$ cat config.mk
export PLATFORM = sky130hd
export DESIGN_NAME = first_fit_extent_allocator_unit
export DESIGN_NICKNAME = d
export VERILOG_FILES = /design/src/rtl/core/ffa_pkg.sv /design/src/rtl/core/ffa_datapath.sv /design/src/rtl/core/ffa_ctrl.sv /design/src/rtl/core/first_fit_extent_allocator_unit.sv
export SDC_FILE = /design/constraint.sdc
export NUM_CORES = 2
export LEC_CHECK = 0
export BUFFER_PORTS_ARGS = -buffer_cell sky130_fd_sc_hd__buf_2
export CORE_MARGIN = 2
export CORE_UTILIZATION = 39
export CTS_CLUSTER_DIAMETER = 60
export DETAILED_ROUTE_END_ITERATION = 6
export MAX_ROUTING_LAYER = met4
export PLACE_DENSITY_LB_ADDON = 0.12
export SYNTH_ARGS = -nofsm -noshare
export SYNTH_HDL_FRONTEND = slang
export SYNTH_SLANG_ARGS = --single-unit
export TNS_END_PERCENT = 10
$ cat constraint.sdc
create_clock -name clk -period 8.6 [get_ports clk]
set_input_delay 0 -clock clk [delete_from_list [all_inputs] [get_ports clk]]
set_output_delay 0 -clock clk [all_outputs]
set_load 0.03 [all_outputs]
$ cat src/rtl/core/ffa_pkg.sv
// ----------------------------------------------------------------------------
// ffa_pkg
// types, codes and controller/datapath command words for the extent allocator
// ----------------------------------------------------------------------------
package ffa_pkg;

    localparam int BASE_W = 32;
    localparam int LEN_W  = 25;

    localparam logic [LEN_W-1:0] LEN_MAX = {LEN_W{1'b1}};

    // result status codes
    localparam logic [1:0] ST_OK      = 2'd0;
    localparam logic [1:0] ST_NO_MEM  = 2'd1;
    localparam logic [1:0] ST_BAD_LEN = 2'd2;
    localparam logic [1:0] ST_FULL    = 2'd3;

    // request modes
    localparam logic MODE_ALLOC = 1'b0;
    localparam logic MODE_FREE  = 1'b1;

    typedef struct packed {
        logic              mode;
        logic [BASE_W-1:0] region_base;
        logic [LEN_W-1:0]  region_length;
    } req_t;

    typedef struct packed {
        logic [BASE_W-1:0] granted_base;
        logic [1:0]        status;
    } rsp_t;

    typedef enum logic [2:0] {
        RD_NONE,
        RD_IDX,
        RD_IDX1,
        RD_KM1,
        RD_KP1
    } rd_sel_t;

    typedef enum logic [2:0] {
        WR_NONE,
        WR_SHRINK,
        WR_FRONT,
        WR_BACK,
        WR_JOIN,
        WR_MOVE,
        WR_NEW
    } wr_op_t;

    typedef enum logic [2:0] {
        K_HOLD,
        K_COUNT,
        K_IDX,
        K_IDX1,
        K_INC,
        K_DEC
    } k_op_t;

    typedef enum logic [1:0] {
        CNT_HOLD,
        CNT_INC,
        CNT_DEC
    } cnt_op_t;

    typedef enum logic [1:0] {
        G_HOLD,
        G_EXACT,
        G_TAIL
    } grant_op_t;

    typedef struct packed {
        logic      capture;
        logic      idx_inc;
        rd_sel_t   rd_sel;
        wr_op_t    wr_op;
        k_op_t     k_op;
        cnt_op_t   cnt_op;
        grant_op_t grant_op;
        logic      examine;
        logic      finish;
        logic [1:0] status;
    } cmd_t;

    typedef struct packed {
        logic mode;
        logic bad_len;
        logic at_end;
        logic full;
        logic k_at_idx;
        logic k_last;
        logic fit_eq;
        logic fit_gt;
        logic above;
        logic meets_end;
        logic back_touch;
        logic join_ok;
        logic ovf_solo;
        logic ovf_join;
    } flags_t;

endpackage

$ cat src/rtl/core/ffa_datapath.sv
// ----------------------------------------------------------------------------
// ffa_datapath
// extent table memory, walk/shift pointers, adders and result register
// ----------------------------------------------------------------------------
module ffa_datapath
    import ffa_pkg::*;
#(
    parameter int               EXTENT_SLOTS = 16,
    parameter logic [LEN_W-1:0] LEN_LIMIT    = LEN_MAX
)
(
    input  logic   clk,
    input  logic   rst_n,
    input  req_t   req,
    input  cmd_t   cmd,
    output flags_t flags,
    output rsp_t   rsp
);

    localparam int IW = $clog2(EXTENT_SLOTS);
    localparam int CW = $clog2(EXTENT_SLOTS + 1);

    logic [BASE_W-1:0] mem_base [EXTENT_SLOTS];
    logic [LEN_W-1:0]  mem_len  [EXTENT_SLOTS];

    logic [CW-1:0]     count_reg, count_next;
    logic [CW-1:0]     idx_reg, idx_next;
    logic [CW-1:0]     k_reg, k_next;

    logic              mode_reg;
    logic [BASE_W-1:0] base_reg;
    logic [LEN_W-1:0]  len_reg;
    logic [BASE_W-1:0] pend_reg;
    logic [BASE_W-1:0] rd_base_reg;
    logic [LEN_W-1:0]  rd_len_reg;
    logic [LEN_W:0]    sum_reg;
    logic [LEN_W-1:0]  diff_reg;
    logic [BASE_W-1:0] grant_reg, grant_next;
    rsp_t              rsp_reg;

    logic [CW-1:0]     raddr_full;
    logic              rd_en;
    logic [CW-1:0]     waddr_full;
    logic              wr_base_en;
    logic              wr_len_en;
    logic [BASE_W-1:0] wr_base;
    logic [LEN_W-1:0]  wr_len;
    logic [LEN_W+1:0]  join_sum;
    logic [BASE_W-1:0] rd_end;

    assign join_sum = {1'b0, sum_reg} + {2'b00, rd_len_reg};
    assign rd_end   = rd_base_reg + {{(BASE_W-LEN_W){1'b0}}, rd_len_reg};

    // status towards the controller
    always_comb
    begin
        flags.mode       = mode_reg;
        flags.bad_len    = (len_reg == '0) || (len_reg > LEN_LIMIT);
        flags.at_end     = (idx_reg == count_reg);
        flags.full       = (count_reg == CW'(EXTENT_SLOTS));
        flags.k_at_idx   = (k_reg == idx_reg);
        flags.k_last     = ((k_reg + CW'(1)) == count_reg);
        flags.fit_eq     = (rd_len_reg == len_reg);
        flags.fit_gt     = (rd_len_reg > len_reg);
        flags.above      = (rd_base_reg > pend_reg);
        flags.meets_end  = (rd_base_reg == pend_reg);
        flags.back_touch = (rd_end == base_reg);
        flags.join_ok    = ((idx_reg + CW'(1)) < count_reg);
        flags.ovf_solo   = sum_reg[LEN_W];
        flags.ovf_join   = |join_sum[LEN_W+1:LEN_W];
    end

    // read address select
    always_comb
    begin
        rd_en      = 1'b1;
        raddr_full = idx_reg;
        unique case (cmd.rd_sel)
            RD_NONE: rd_en      = 1'b0;
            RD_IDX:  raddr_full = idx_reg;
            RD_IDX1: raddr_full = idx_reg + CW'(1);
            RD_KM1:  raddr_full = k_reg - CW'(1);
            RD_KP1:  raddr_full = k_reg + CW'(1);
            default: rd_en      = 1'b0;
        endcase
    end

    // write port select
    always_comb
    begin
        wr_base_en = 1'b0;
        wr_len_en  = 1'b0;
        waddr_full = idx_reg;
        wr_base    = rd_base_reg;
        wr_len     = rd_len_reg;
        unique case (cmd.wr_op)
            WR_NONE: ;
            WR_SHRINK:
            begin
                wr_len_en = 1'b1;
                wr_len    = diff_reg;
            end
            WR_FRONT:
            begin
                wr_base_en = 1'b1;
                wr_len_en  = 1'b1;
                wr_base    = base_reg;
                wr_len     = sum_reg[LEN_W-1:0];
            end
            WR_BACK:
            begin
                wr_len_en = 1'b1;
                wr_len    = sum_reg[LEN_W-1:0];
            end
            WR_JOIN:
            begin
                wr_len_en = 1'b1;
                wr_len    = join_sum[LEN_W-1:0];
            end
            WR_MOVE:
            begin
                wr_base_en = 1'b1;
                wr_len_en  = 1'b1;
                waddr_full = k_reg;
            end
            WR_NEW:
            begin
                wr_base_en = 1'b1;
                wr_len_en  = 1'b1;
                wr_base    = base_reg;
                wr_len     = len_reg;
            end
            default: ;
        endcase
    end

    always_ff @(posedge clk)
    begin
        if (wr_base_en)
        begin
            mem_base[waddr_full[IW-1:0]] <= wr_base;
        end
        if (wr_len_en)
        begin
            mem_len[waddr_full[IW-1:0]] <= wr_len;
        end
        if (rd_en)
        begin
            rd_base_reg <= mem_base[raddr_full[IW-1:0]];
            rd_len_reg  <= mem_len[raddr_full[IW-1:0]];
        end
    end

    always_comb
    begin
        k_next = k_reg;
        unique case (cmd.k_op)
            K_HOLD:  k_next = k_reg;
            K_COUNT: k_next = count_reg;
            K_IDX:   k_next = idx_reg;
            K_IDX1:  k_next = idx_reg + CW'(1);
            K_INC:   k_next = k_reg + CW'(1);
            K_DEC:   k_next = k_reg - CW'(1);
            default: k_next = k_reg;
        endcase

        count_next = count_reg;
        unique case (cmd.cnt_op)
            CNT_HOLD: count_next = count_reg;
            CNT_INC:  count_next = count_reg + CW'(1);
            CNT_DEC:  count_next = count_reg - CW'(1);
            default:  count_next = count_reg;
        endcase

        idx_next = idx_reg;
        if (cmd.capture)
        begin
            idx_next = '0;
        end
        else if (cmd.idx_inc)
        begin
            idx_next = idx_reg + CW'(1);
        end

        grant_next = grant_reg;
        if (cmd.capture)
        begin
            grant_next = '0;
        end
        else
        begin
            unique case (cmd.grant_op)
                G_HOLD:  grant_next = grant_reg;
                G_EXACT: grant_next = rd_base_reg;
                G_TAIL:  grant_next = rd_base_reg + {{(BASE_W-LEN_W){1'b0}}, diff_reg};
                default: grant_next = grant_reg;
            endcase
        end
    end

    always_ff @(posedge clk or negedge rst_n)
    begin
        if (!rst_n)
        begin
            count_reg <= '0;
            idx_reg   <= '0;
            k_reg     <= '0;
        end
        else
        begin
            count_reg <= count_next;
            idx_reg   <= idx_next;
            k_reg     <= k_next;
        end
    end

    // request, arithmetic and result words
    always_ff @(posedge clk)
    begin
        if (cmd.capture)
        begin
            mode_reg <= req.mode;
            base_reg <= req.region_base;
            len_reg  <= req.region_length;
            pend_reg <= req.region_base
                        + {{(BASE_W-LEN_W){1'b0}}, req.region_length};
        end
        if (cmd.examine)
        begin
            sum_reg  <= {1'b0, len_reg} + {1'b0, rd_len_reg};
            diff_reg <= rd_len_reg - len_reg;
        end
        grant_reg <= grant_next;
        if (cmd.finish)
        begin
            rsp_reg.granted_base <= grant_next;
            rsp_reg.status       <= cmd.status;
        end
    end

    assign rsp = rsp_reg;

endmodule

$ cat src/rtl/core/ffa_ctrl.sv
// ----------------------------------------------------------------------------
// ffa_ctrl
// sequencer for first-fit walk, merge decision and table shifts
// ----------------------------------------------------------------------------
module ffa_ctrl
    import ffa_pkg::*;
(
    input  logic   clk,
    input  logic   rst_n,
    input  logic   start,
    input  flags_t flags,
    output cmd_t   cmd,
    output logic   busy,
    output logic   done
);

    typedef enum logic [3:0] {
        S_IDLE,
        S_CHECK,
        S_A_READ,
        S_A_EXAM,
        S_A_SHRINK,
        S_DN_READ,
        S_DN_WRITE,
        S_F_READ,
        S_F_EXAM,
        S_F_DECIDE,
        S_F_JOIN,
        S_F_INSERT,
        S_UP_READ,
        S_UP_WRITE
    } state_t;

    state_t state_reg, state_next;
    logic   done_reg, done_next;

    always_comb
    begin
        state_next   = state_reg;
        cmd          = '0;
        cmd.rd_sel   = RD_NONE;
        cmd.wr_op    = WR_NONE;
        cmd.k_op     = K_HOLD;
        cmd.cnt_op   = CNT_HOLD;
        cmd.grant_op = G_HOLD;
        cmd.status   = ST_OK;

        unique case (state_reg)
            S_IDLE:
            begin
                if (start)
                begin
                    cmd.capture = 1'b1;
                    state_next  = S_CHECK;
                end
            end
            S_CHECK:
            begin
                if (flags.bad_len)
                begin
                    cmd.finish = 1'b1;
                    cmd.status = ST_BAD_LEN;
                    state_next = S_IDLE;
                end
                else if (flags.mode == MODE_ALLOC)
                begin
                    state_next = S_A_READ;
                end
                else
                begin
                    state_next = S_F_READ;
                end
            end
            S_A_READ:
            begin
                if (flags.at_end)
                begin
                    cmd.finish = 1'b1;
                    cmd.status = ST_NO_MEM;
                    state_next = S_IDLE;
                end
                else
                begin
                    cmd.rd_sel = RD_IDX;
                    state_next = S_A_EXAM;
                end
            end
            S_A_EXAM:
            begin
                priority if (flags.fit_eq)
                begin
                    // exact fit: grant the base, then close the gap
                    cmd.grant_op = G_EXACT;
                    cmd.k_op     = K_IDX;
                    state_next   = S_DN_READ;
                end
                else if (flags.fit_gt)
                begin
                    cmd.examine = 1'b1;
                    state_next  = S_A_SHRINK;
                end
                else
                begin
                    cmd.idx_inc = 1'b1;
                    state_next  = S_A_READ;
                end
            end
            S_A_SHRINK:
            begin
                cmd.wr_op    = WR_SHRINK;
                cmd.grant_op = G_TAIL;
                cmd.finish   = 1'b1;
                state_next   = S_IDLE;
            end
            S_DN_READ:
            begin
                if (flags.k_last)
                begin
                    cmd.cnt_op = CNT_DEC;
                    cmd.finish = 1'b1;
                    state_next = S_IDLE;
                end
                else
                begin
                    cmd.rd_sel = RD_KP1;
                    state_next = S_DN_WRITE;
                end
            end
            S_DN_WRITE:
            begin
                cmd.wr_op  = WR_MOVE;
                cmd.k_op   = K_INC;
                state_next = S_DN_READ;
            end
            S_F_READ:
            begin
                if (flags.at_end)
                begin
                    state_next = S_F_INSERT;
                end
                else
                begin
                    cmd.rd_sel = RD_IDX;
                    state_next = S_F_EXAM;
                end
            end
            S_F_EXAM:
            begin
                if (flags.above)
                begin
                    state_next = S_F_INSERT;
                end
                else
                begin
                    cmd.examine = 1'b1;
                    state_next  = S_F_DECIDE;
                end
            end
            S_F_DECIDE:
            begin
                priority if (flags.meets_end)
                begin
                    // entry starts where the range ends: it absorbs the range
                    cmd.finish = 1'b1;
                    state_next = S_IDLE;
                    if (flags.ovf_solo)
                    begin
                        cmd.status = ST_BAD_LEN;
                    end
                    else
                    begin
                        cmd.wr_op = WR_FRONT;
                    end
                end
                else if (flags.back_touch)
                begin
                    if (flags.join_ok)
                    begin
                        cmd.rd_sel = RD_IDX1;
                    end
                    state_next = S_F_JOIN;
                end
                else
                begin
                    cmd.idx_inc = 1'b1;
                    state_next  = S_F_READ;
                end
            end
            S_F_JOIN:
            begin
                if (flags.join_ok && flags.meets_end)
                begin
                    // range bridges two entries: grow the lower, drop the upper
                    if (flags.ovf_join)
                    begin
                        cmd.finish = 1'b1;
                        cmd.status = ST_BAD_LEN;
                        state_next = S_IDLE;
                    end
                    else
                    begin
                        cmd.wr_op  = WR_JOIN;
                        cmd.k_op   = K_IDX1;
                        state_next = S_DN_READ;
                    end
                end
                else
                begin
                    cmd.finish = 1'b1;
                    state_next = S_IDLE;
                    if (flags.ovf_solo)
                    begin
                        cmd.status = ST_BAD_LEN;
                    end
                    else
                    begin
                        cmd.wr_op = WR_BACK;
                    end
                end
            end
            S_F_INSERT:
            begin
                if (flags.full)
                begin
                    cmd.finish = 1'b1;
                    cmd.status = ST_FULL;
                    state_next = S_IDLE;
                end
                else
                begin
                    cmd.k_op   = K_COUNT;
                    state_next = S_UP_READ;
                end
            end
            S_UP_READ:
            begin
                if (flags.k_at_idx)
                begin
                    cmd.wr_op  = WR_NEW;
                    cmd.cnt_op = CNT_INC;
                    cmd.finish = 1'b1;
                    state_next = S_IDLE;
                end
                else
                begin
                    cmd.rd_sel = RD_KM1;
                    state_next = S_UP_WRITE;
                end
            end
            S_UP_WRITE:
            begin
                cmd.wr_op  = WR_MOVE;
                cmd.k_op   = K_DEC;
                state_next = S_UP_READ;
            end
            default:
            begin
                state_next = S_IDLE;
            end
        endcase

        done_next = cmd.finish;
    end

    // exact fit reuses the shift-down loop starting at the hit entry
    always_ff @(posedge clk or negedge rst_n)
    begin
        if (!rst_n)
        begin
            state_reg <= S_IDLE;
            done_reg  <= 1'b0;
        end
        else
        begin
            state_reg <= state_next;
            done_reg  <= done_next;
        end
    end

    assign busy = (state_reg != S_IDLE);
    assign done = done_reg;

endmodule

$ cat src/rtl/core/first_fit_extent_allocator_unit.sv
// ----------------------------------------------------------------------------
// first_fit_extent_allocator_unit
// first-fit extent allocator with coalescing free over a sorted extent table
// ----------------------------------------------------------------------------
//  channel   ports                 handshake
//  request   start, busy, req      taken on start && !busy
//  result    done, rsp             done high one cycle, no back-pressure
//
//  one request at a time; busy from the accepting edge until the result edge
//  alloc: walks entries in order to the first that is long enough; shrinks it,
//        or on an exact fit grants it and shifts the later entries down
//  free: passes entries below the range, then merges, inserts or reports full,
//        shifting entries on insert or join
//  worst case is a free walking a full table; table is empty after reset, no
//  clearing pass; a new start is taken in the cycle that done is shown
// ----------------------------------------------------------------------------
module first_fit_extent_allocator_unit
    import ffa_pkg::*;
#(
    parameter int EXTENT_SLOTS = 16,
    parameter int PAGES        = 4096,
    parameter int PAGE_BYTES   = 4096
)
(
    input  logic clk,
    input  logic rst_n,
    input  logic start,
    output logic busy,
    input  req_t req,
    output logic done,
    output rsp_t rsp
);

    localparam logic [63:0] POOL_BYTES = 64'(PAGES) * 64'(PAGE_BYTES);
    localparam logic [LEN_W-1:0] LEN_LIMIT =
        (POOL_BYTES > 64'(LEN_MAX)) ? LEN_MAX : POOL_BYTES[LEN_W-1:0];

    cmd_t   cmd;
    flags_t flags;

    ffa_ctrl u_ctrl (
        .clk   (clk),
        .rst_n (rst_n),
        .start (start),
        .flags (flags),
        .cmd   (cmd),
        .busy  (busy),
        .done  (done)
    );

    ffa_datapath #(
        .EXTENT_SLOTS (EXTENT_SLOTS),
        .LEN_LIMIT    (LEN_LIMIT)
    ) u_datapath (
        .clk   (clk),
        .rst_n (rst_n),
        .req   (req),
        .cmd   (cmd),
        .flags (flags),
        .rsp   (rsp)
    );

endmodule

* After elaboration in Yosys (flattened, before gate mapping)
Memories as Yosys holds them, arrays and structs flattened. A register that Yosys moved wholly into a read port is not among the register bits.
Index checks and enable logic that the tools add are counted.
** Operators by class
- $lt $le $gt $ge :: 4
- Mux-type cells :: 77
- Reductions and logical operators :: 16
- Add/subtract/negate cells :: 11
- Equality and inequality tests :: 40
** Operator list (count)
- $pmux 25 s4 :: 1
- $add 32x25->32 :: 3
- $eq 32x32->1 :: 2
- $mux 32 :: 2
- $pmux 32 s2 :: 1
- $pmux 4 s13 :: 1
- $mux 3 :: 17
- $gt 32x32->1 :: 1
- $pmux 3 s5 :: 2
- $mux 4 :: 7
- $add 26x25->27 :: 1
- $add 25x25->26 :: 1
- $eq 25x25->1 :: 1
- $gt 25x25->1 :: 1
- $gt 25x25->1 const B :: 1
- $logic_not 25->1 :: 1
- $pmux 5 s5 :: 1
- $sub 25x25->25 :: 1
- $eq 4x4->1 const B :: 6
- $mux 2 :: 12
- $mux 1 :: 21
- $eq 3x2->1 const B :: 6
- $eq 3x3->1 const B :: 6
- $eq 4x3->1 const B :: 4
- 30 further kinds :: 48
** Storage, ports and cells
- Word-level logic and storage cells :: 164
- Memories kept :: 2
- Memory bits (writable) :: 912
- Output and inout bits :: 36
- Bits in registers :: 227
- Input bits :: 61
** Memories
- u_datapath.mem_base :: words 16, bits a word 32, rd ports 1, clocked after Yosys merged registers in 1, wr ports 1, RTL line ffa_datapath.sv:23 : logic [BASE_W-1:0] mem_base [EXTENT_SLOTS];
- u_datapath.mem_len :: words 16, bits a word 25, rd ports 1, clocked after Yosys merged registers in 1, wr ports 1, RTL line ffa_datapath.sv:24 : logic [LEN_W-1:0] mem_len [EXTENT_SLOTS];

* Longest topological paths before layout
- Depth after elaboration :: 10
- Mapped depth :: 20
- Depth with buffers taken out :: 16

* By module
From an unflattened synthesis, not the netlist that was laid out.
** Second synthesis, totals
- Cells, all modules :: 4499
- Area total of the unflattened synthesis :: 57492.6 um^2
** By module, submodules not included
- ffa_datapath :: area each 56708.1 um^2, times used 1, cells each 4382, seq. area each 35338.9 um^2
- ffa_ctrl :: area each 784.5 um^2, times used 1, cells each 117, seq. area each 125.1 um^2

* Worst setup path before layout
OpenSTA, ideal clock, no wires.
- Path kind :: register to register
- From :: register u_datapath.idx_reg[2]
- To :: register u_datapath.rd_base_reg[0], read port of u_datapath.mem_base (enable)
- Buffers on the path :: 1
- Data required time :: 7932 ps
- Data arrival time :: 7490 ps
- Setup time :: 668 ps
- Cell stages (with the launch flop) :: 5
- Slack :: 442 ps
- Clock period less this slack :: 8158 ps
- Path through :: dfrtp_1 clkbuf_1 xor2_1 nor3_1 o311ai_0
** Between the ends
- Cells in the longest elaborated chain, start to end :: 9
- Elaborated cells between the ends (all ways) :: 17
- Those cells by class :: 1 x add/sub; 1 x order compare; 6 x eq/ne; 8 x mux; 1 x reduce/logical
** Ends and longest elaborated chain
- from (decl) :: RTL line ffa_datapath.sv:27 : logic [CW-1:0] idx_reg, idx_next;
- from (signal assigned) :: RTL line ffa_datapath.sv:212 : idx_reg <= idx_next;
- $add 5x1->5 :: RTL line ffa_datapath.sv:68 : flags.join_ok = ((idx_reg + CW'(1)) < count_reg);
- $lt 5x5->1 :: RTL line ffa_datapath.sv:68
- $mux 2 :: RTL line ffa_ctrl.sv:177 : if (flags.join_ok)
- $mux 2 :: RTL line ffa_ctrl.sv:175 : else if (flags.back_touch)
- $mux 4 :: RTL line ffa_ctrl.sv:161 : priority if (flags.meets_end)
- $pmux 3 s4 (*) :: RTL line ffa_ctrl.sv:48 : unique case (state_reg)
- $eq 3x1->1 (tied with other cells) :: RTL line ffa_datapath.sv:78 : unique case (cmd.rd_sel)
- $reduce_or 4->1 (no line) (*)
- $mux 1 (*) :: RTL line ffa_datapath.sv:78
- via u_datapath.rd_en :: RTL line ffa_datapath.sv:42 : logic rd_en;
- to (decl) :: RTL line ffa_datapath.sv:34 : logic [BASE_W-1:0] rd_base_reg;
The timed path passes the listed nets; every way through them passes the cells marked *.
A chain may end at the register's enable or synchronous reset.

* Final worst setup path
- From :: register u_datapath.rd_len_reg[17], read port of u_datapath.mem_len
- To :: register u_datapath.rd_len_reg[15], read port of u_datapath.mem_len (data pin)
** Between the ends
- Cells in the longest elaborated chain, start to end :: 8
- Elaborated cells between the ends (all ways) :: 12
- Those cells by class :: 1 x add/sub; 5 x eq/ne; 5 x mux; 1 x reduce/logical
** Ends and longest elaborated chain
- from (decl) :: RTL line ffa_datapath.sv:35 : logic [LEN_W-1:0] rd_len_reg;
- $add 32x25->32 (*) :: RTL line ffa_datapath.sv:52 : assign rd_end = rd_base_reg + {{(BASE_W-LEN_W){1'b0}}, rd_len_reg};
- $eq 32x32->1 (*) :: RTL line ffa_datapath.sv:67 : flags.back_touch = (rd_end == base_reg);
- $mux 2 (*) :: RTL line ffa_ctrl.sv:175
- $mux 4 (*) :: RTL line ffa_ctrl.sv:161
- $pmux 3 s4 (*) :: RTL line ffa_ctrl.sv:48
- $eq 3x1->1 (tied with other cells) :: RTL line ffa_datapath.sv:78
- $reduce_or 4->1 (no line)
- $mux 1 :: RTL line ffa_datapath.sv:78
Mark *: on every way between the ends. The rest lies on a longest branch, timed or not.

==> results.cfg <==
[sta]
slew_headroom_pct = 9.48
drv_slew = 0
fin_skew_ns = 0.0382
worst_slew_pin_slew_ns = 1.34
setup_tns_ns = 0
max_freq_mhz = 139
rsz0062_at_grt = false
finalCritPeriodShare_pct = 83.4
hold_viol = 0
finalSetupViolCount = 0
period_needed_ns = 7.18

[critical_path]
cp_slowest_cell = or4_1
cp-end-kind = flop
critical_path_class = flop to flop
required_ns = 9.13
cp_top_family = simple AND/OR/NAND/NOR gates
crit_top_cell = or4_1
path_cells = ha_1, a21oi_2, o311ai_1, a221oi_1, nor2_1, a2111oi_0, o2111ai_1, or4_1, or4_1, nor2_2, mux2i_4, and3_4, buf_4, a32oi_1, and4_1
critPathMaxFanout = 24
critPathMaxStageDelay_ns = 0.82
crit_buf_inv = 1
arrival_ns = 7.71
startpoint_type = flop

[placed_design]
gp_congestion = 0.971
hpwl_um = 120000
placed_area_sq_um = 58500
numPortBuffers = 96

[cts]
cts_made_buffers = 139
postCtsSetupBuffers = 0
clk_pin_slew_worst_paths_ns = 0.06
cts_sinks = 1195
cts_tree = built
cts_buffer_depth = 3
cts_max_level = 4
cts_root_buf = clkbuf_16
clock_latency_ns = 0.80

[finish]
finalInstanceArea_sq_um = 64100
layout-drive-gt1-share_pct = 11.5
fill_cells = 12700
largest_register_ffs = 512
antenna_cells = 0
area_delta_synth_final_pct = 15.8
final_net_count = 4672

[drt]
post_drt_wl_per_cell_um = 29.1
final_antenna_net_count = 0
via_per_inst = 5.78
dr.pass1.iters = 7
drt_wl_total_um = 187000
drc = 0
drt-initial-drc-count = 3781
via_count = 37100

[logic_synthesis]
synth.avg_cell_area_sq_um = 13.3
ys_top_cells_by_area = edfxtp_1 62%, ha_1 4.4%, mux2i_1 4.2%
synth.most_common_cell = edfxtp_1
synth_edf_count = 1143
async_reset_ff_share_pct = 1.67
synth_cell_types = 92
ys_seq_elements = 1195
synth_top_area_cell = edfxtp_1
synth_top_area_share_pct = 62.0
synth-seq-area-share_pct = 64.1
yosys-top-cells-count = 1,143 x edfxtp_1, 577 x nand2_1, 234 x mux2i_1
synthFlopType = edfxtp_1
ys_warn_count = 0
syn_inst = 4172
synth.net_count = 4436
syn_area_sq_um = 55400

[power]
ir_worst_vdd_v = 0.000390
power.density_nw_per_um2 = 340
cellLeakagePower_nw = 22.9

[floorplan]
fp.coreArea_sq_um = 141000
die_y_um = 381
dieArea_sq_um = 145000
start_util_pct = 39.2
die-width_um = 381
row_count = 138
io_pins = 97

[flow_run]
maxCapViolCount = 0

[grt]
grt_pass1_wl_um = 264000
grt_overflow = 0
grt.total_usage_pct = 26.1
grt_pass1_vias = 35200
grt_max_degree = 101
antenna_found_initial = 11

[run_status]
outcome = complete, no violations

[worst_hold_path]
hold_path.class = input pin to flop
what timing repair did:
action | 4_1_cts | 5_1_grt
hold buffers | 107 | 0
endpoints found under the hold margin | 111 | 0
resized for setup | 0 | 0
layout make-up:
cell class              instances  area (sq um)  share of cell area (%)
flip-flops and latches       1195         35500                    55.3
multi-input cells            2629         18700                    29.2
clock buffers                 171          3650                    5.69
repair buffers                310          2500                    3.91
well taps                    1890          2360                    3.69
clock inverters                83           900                    1.40
inverters                     133           502                   0.782
cells by family (layout without fill, tap and decap cells):
group,Yosys count,in the layout,synth area share (%)
simple gates,1151,1151,9.75
mux,266,266,4.88
compound gates,827,827,11.0
flops,1195,1195,64.1
buf+inv,348,697,2.73
xor+xnor,182,182,2.88
fa+ha+maj,203,203,4.68
cells in the final DEF, fill, tap and decap left out, types with 15 or more instances in the layout:
master	Yosys	final
or2_2	15	15
nor2_1	188	155
o21a_1	27	27
ha_1	196	194
a32oi_1	230	230
clkinv_1	1	30
xor2_1	60	60
dfxtp_1	32	32
o21ai_0	105	104
nand2_1	577	577
and3_1	25	25
a222oi_1	24	24
inv_1	132	131
buf_4	18	95
buf_2	43	96
nand4_1	29	29
nor3_1	58	58
mux2i_1	234	233
nand2b_1	35	35
o21bai_1	30	30
clkbuf_1	139	27
o211ai_1	37	37
dfrtp_1	20	20
a22oi_1	21	21
a31oi_1	23	23
edfxtp_1	1143	1143
nor2b_1	37	37
a21o_1	43	43
and4_1	61	61
or3_1	15	15
mux2_2	32	31
nor2_4	0	32
a21oi_1	143	143
xnor2_1	122	122
clkbuf_16	0	139
nand3_1	57	57
dlygate4sd3_1	0	107
a221oi_1	28	28
metrics by stage:
| stage | std cells | setup slack, ns | hold slack (ns) | util [%] | total power [W] |
|---|---|---|---|---|---|
| 3_5_place_dp | 6048 | 1.44 | 0.00310 | 41.4 | 0.0159 |
| 6_report | 6411 | 1.42 | 0.0489 | 45.4 | 0.0218 |
| 5_1_grt | 6411 | 1.31 | 0.0142 | 45.4 | 0.0228 |
| 2_1_floorplan | 4172 | 0.442 | -0.296 | - | 0.0131 |
| 3_3_place_gp | 6048 | 1.61 | 0.00775 | 41.4 | 0.0160 |
| 4_1_cts | 6409 | 1.41 | 0.00290 | 45.4 | 0.0219 |
report_power, final:
group / internal (W) / switching, W
registers: 0.00752 / 0.000522
logic: 0.00259 / 0.00530
clock network: 0.00337 / 0.00251
total: 0.0135 / 0.00833
path summary, 6_finish.rpt:
check                                          startpoint                        end  slack (ns)  cells past startpoint
min in group asynchronous                           rst_n    u_datapath.count_reg[2]        0.47                      3
worst min-delay path                              req[37]    u_datapath.base_reg[12]        0.05                      2
worst max-delay path            u_datapath.rd_len_reg[17]  u_datapath.rd_len_reg[15]        1.42                     15
max in group asynchronous                           rst_n      u_datapath.idx_reg[3]        7.48                      3
worst min register to register   u_datapath.grant_reg[20]   u_datapath.grant_reg[20]        0.49                      2
worst max register to register  u_datapath.rd_len_reg[17]  u_datapath.rd_len_reg[15]        1.42                     15
layer usage:
metal  track usage (%)  share of wire (%)  wire (um)  up-vias
met5                 -                  0          0        -
met4              8.48                3.2       6050        0
met3              4.94                7.2      13500      263
met2              37.6                 44      82000     1376
met1              37.0                 46      85200    18900
li1                  -                  -          -    16500
Note: power is estimated with default switching activity, not from simulation.
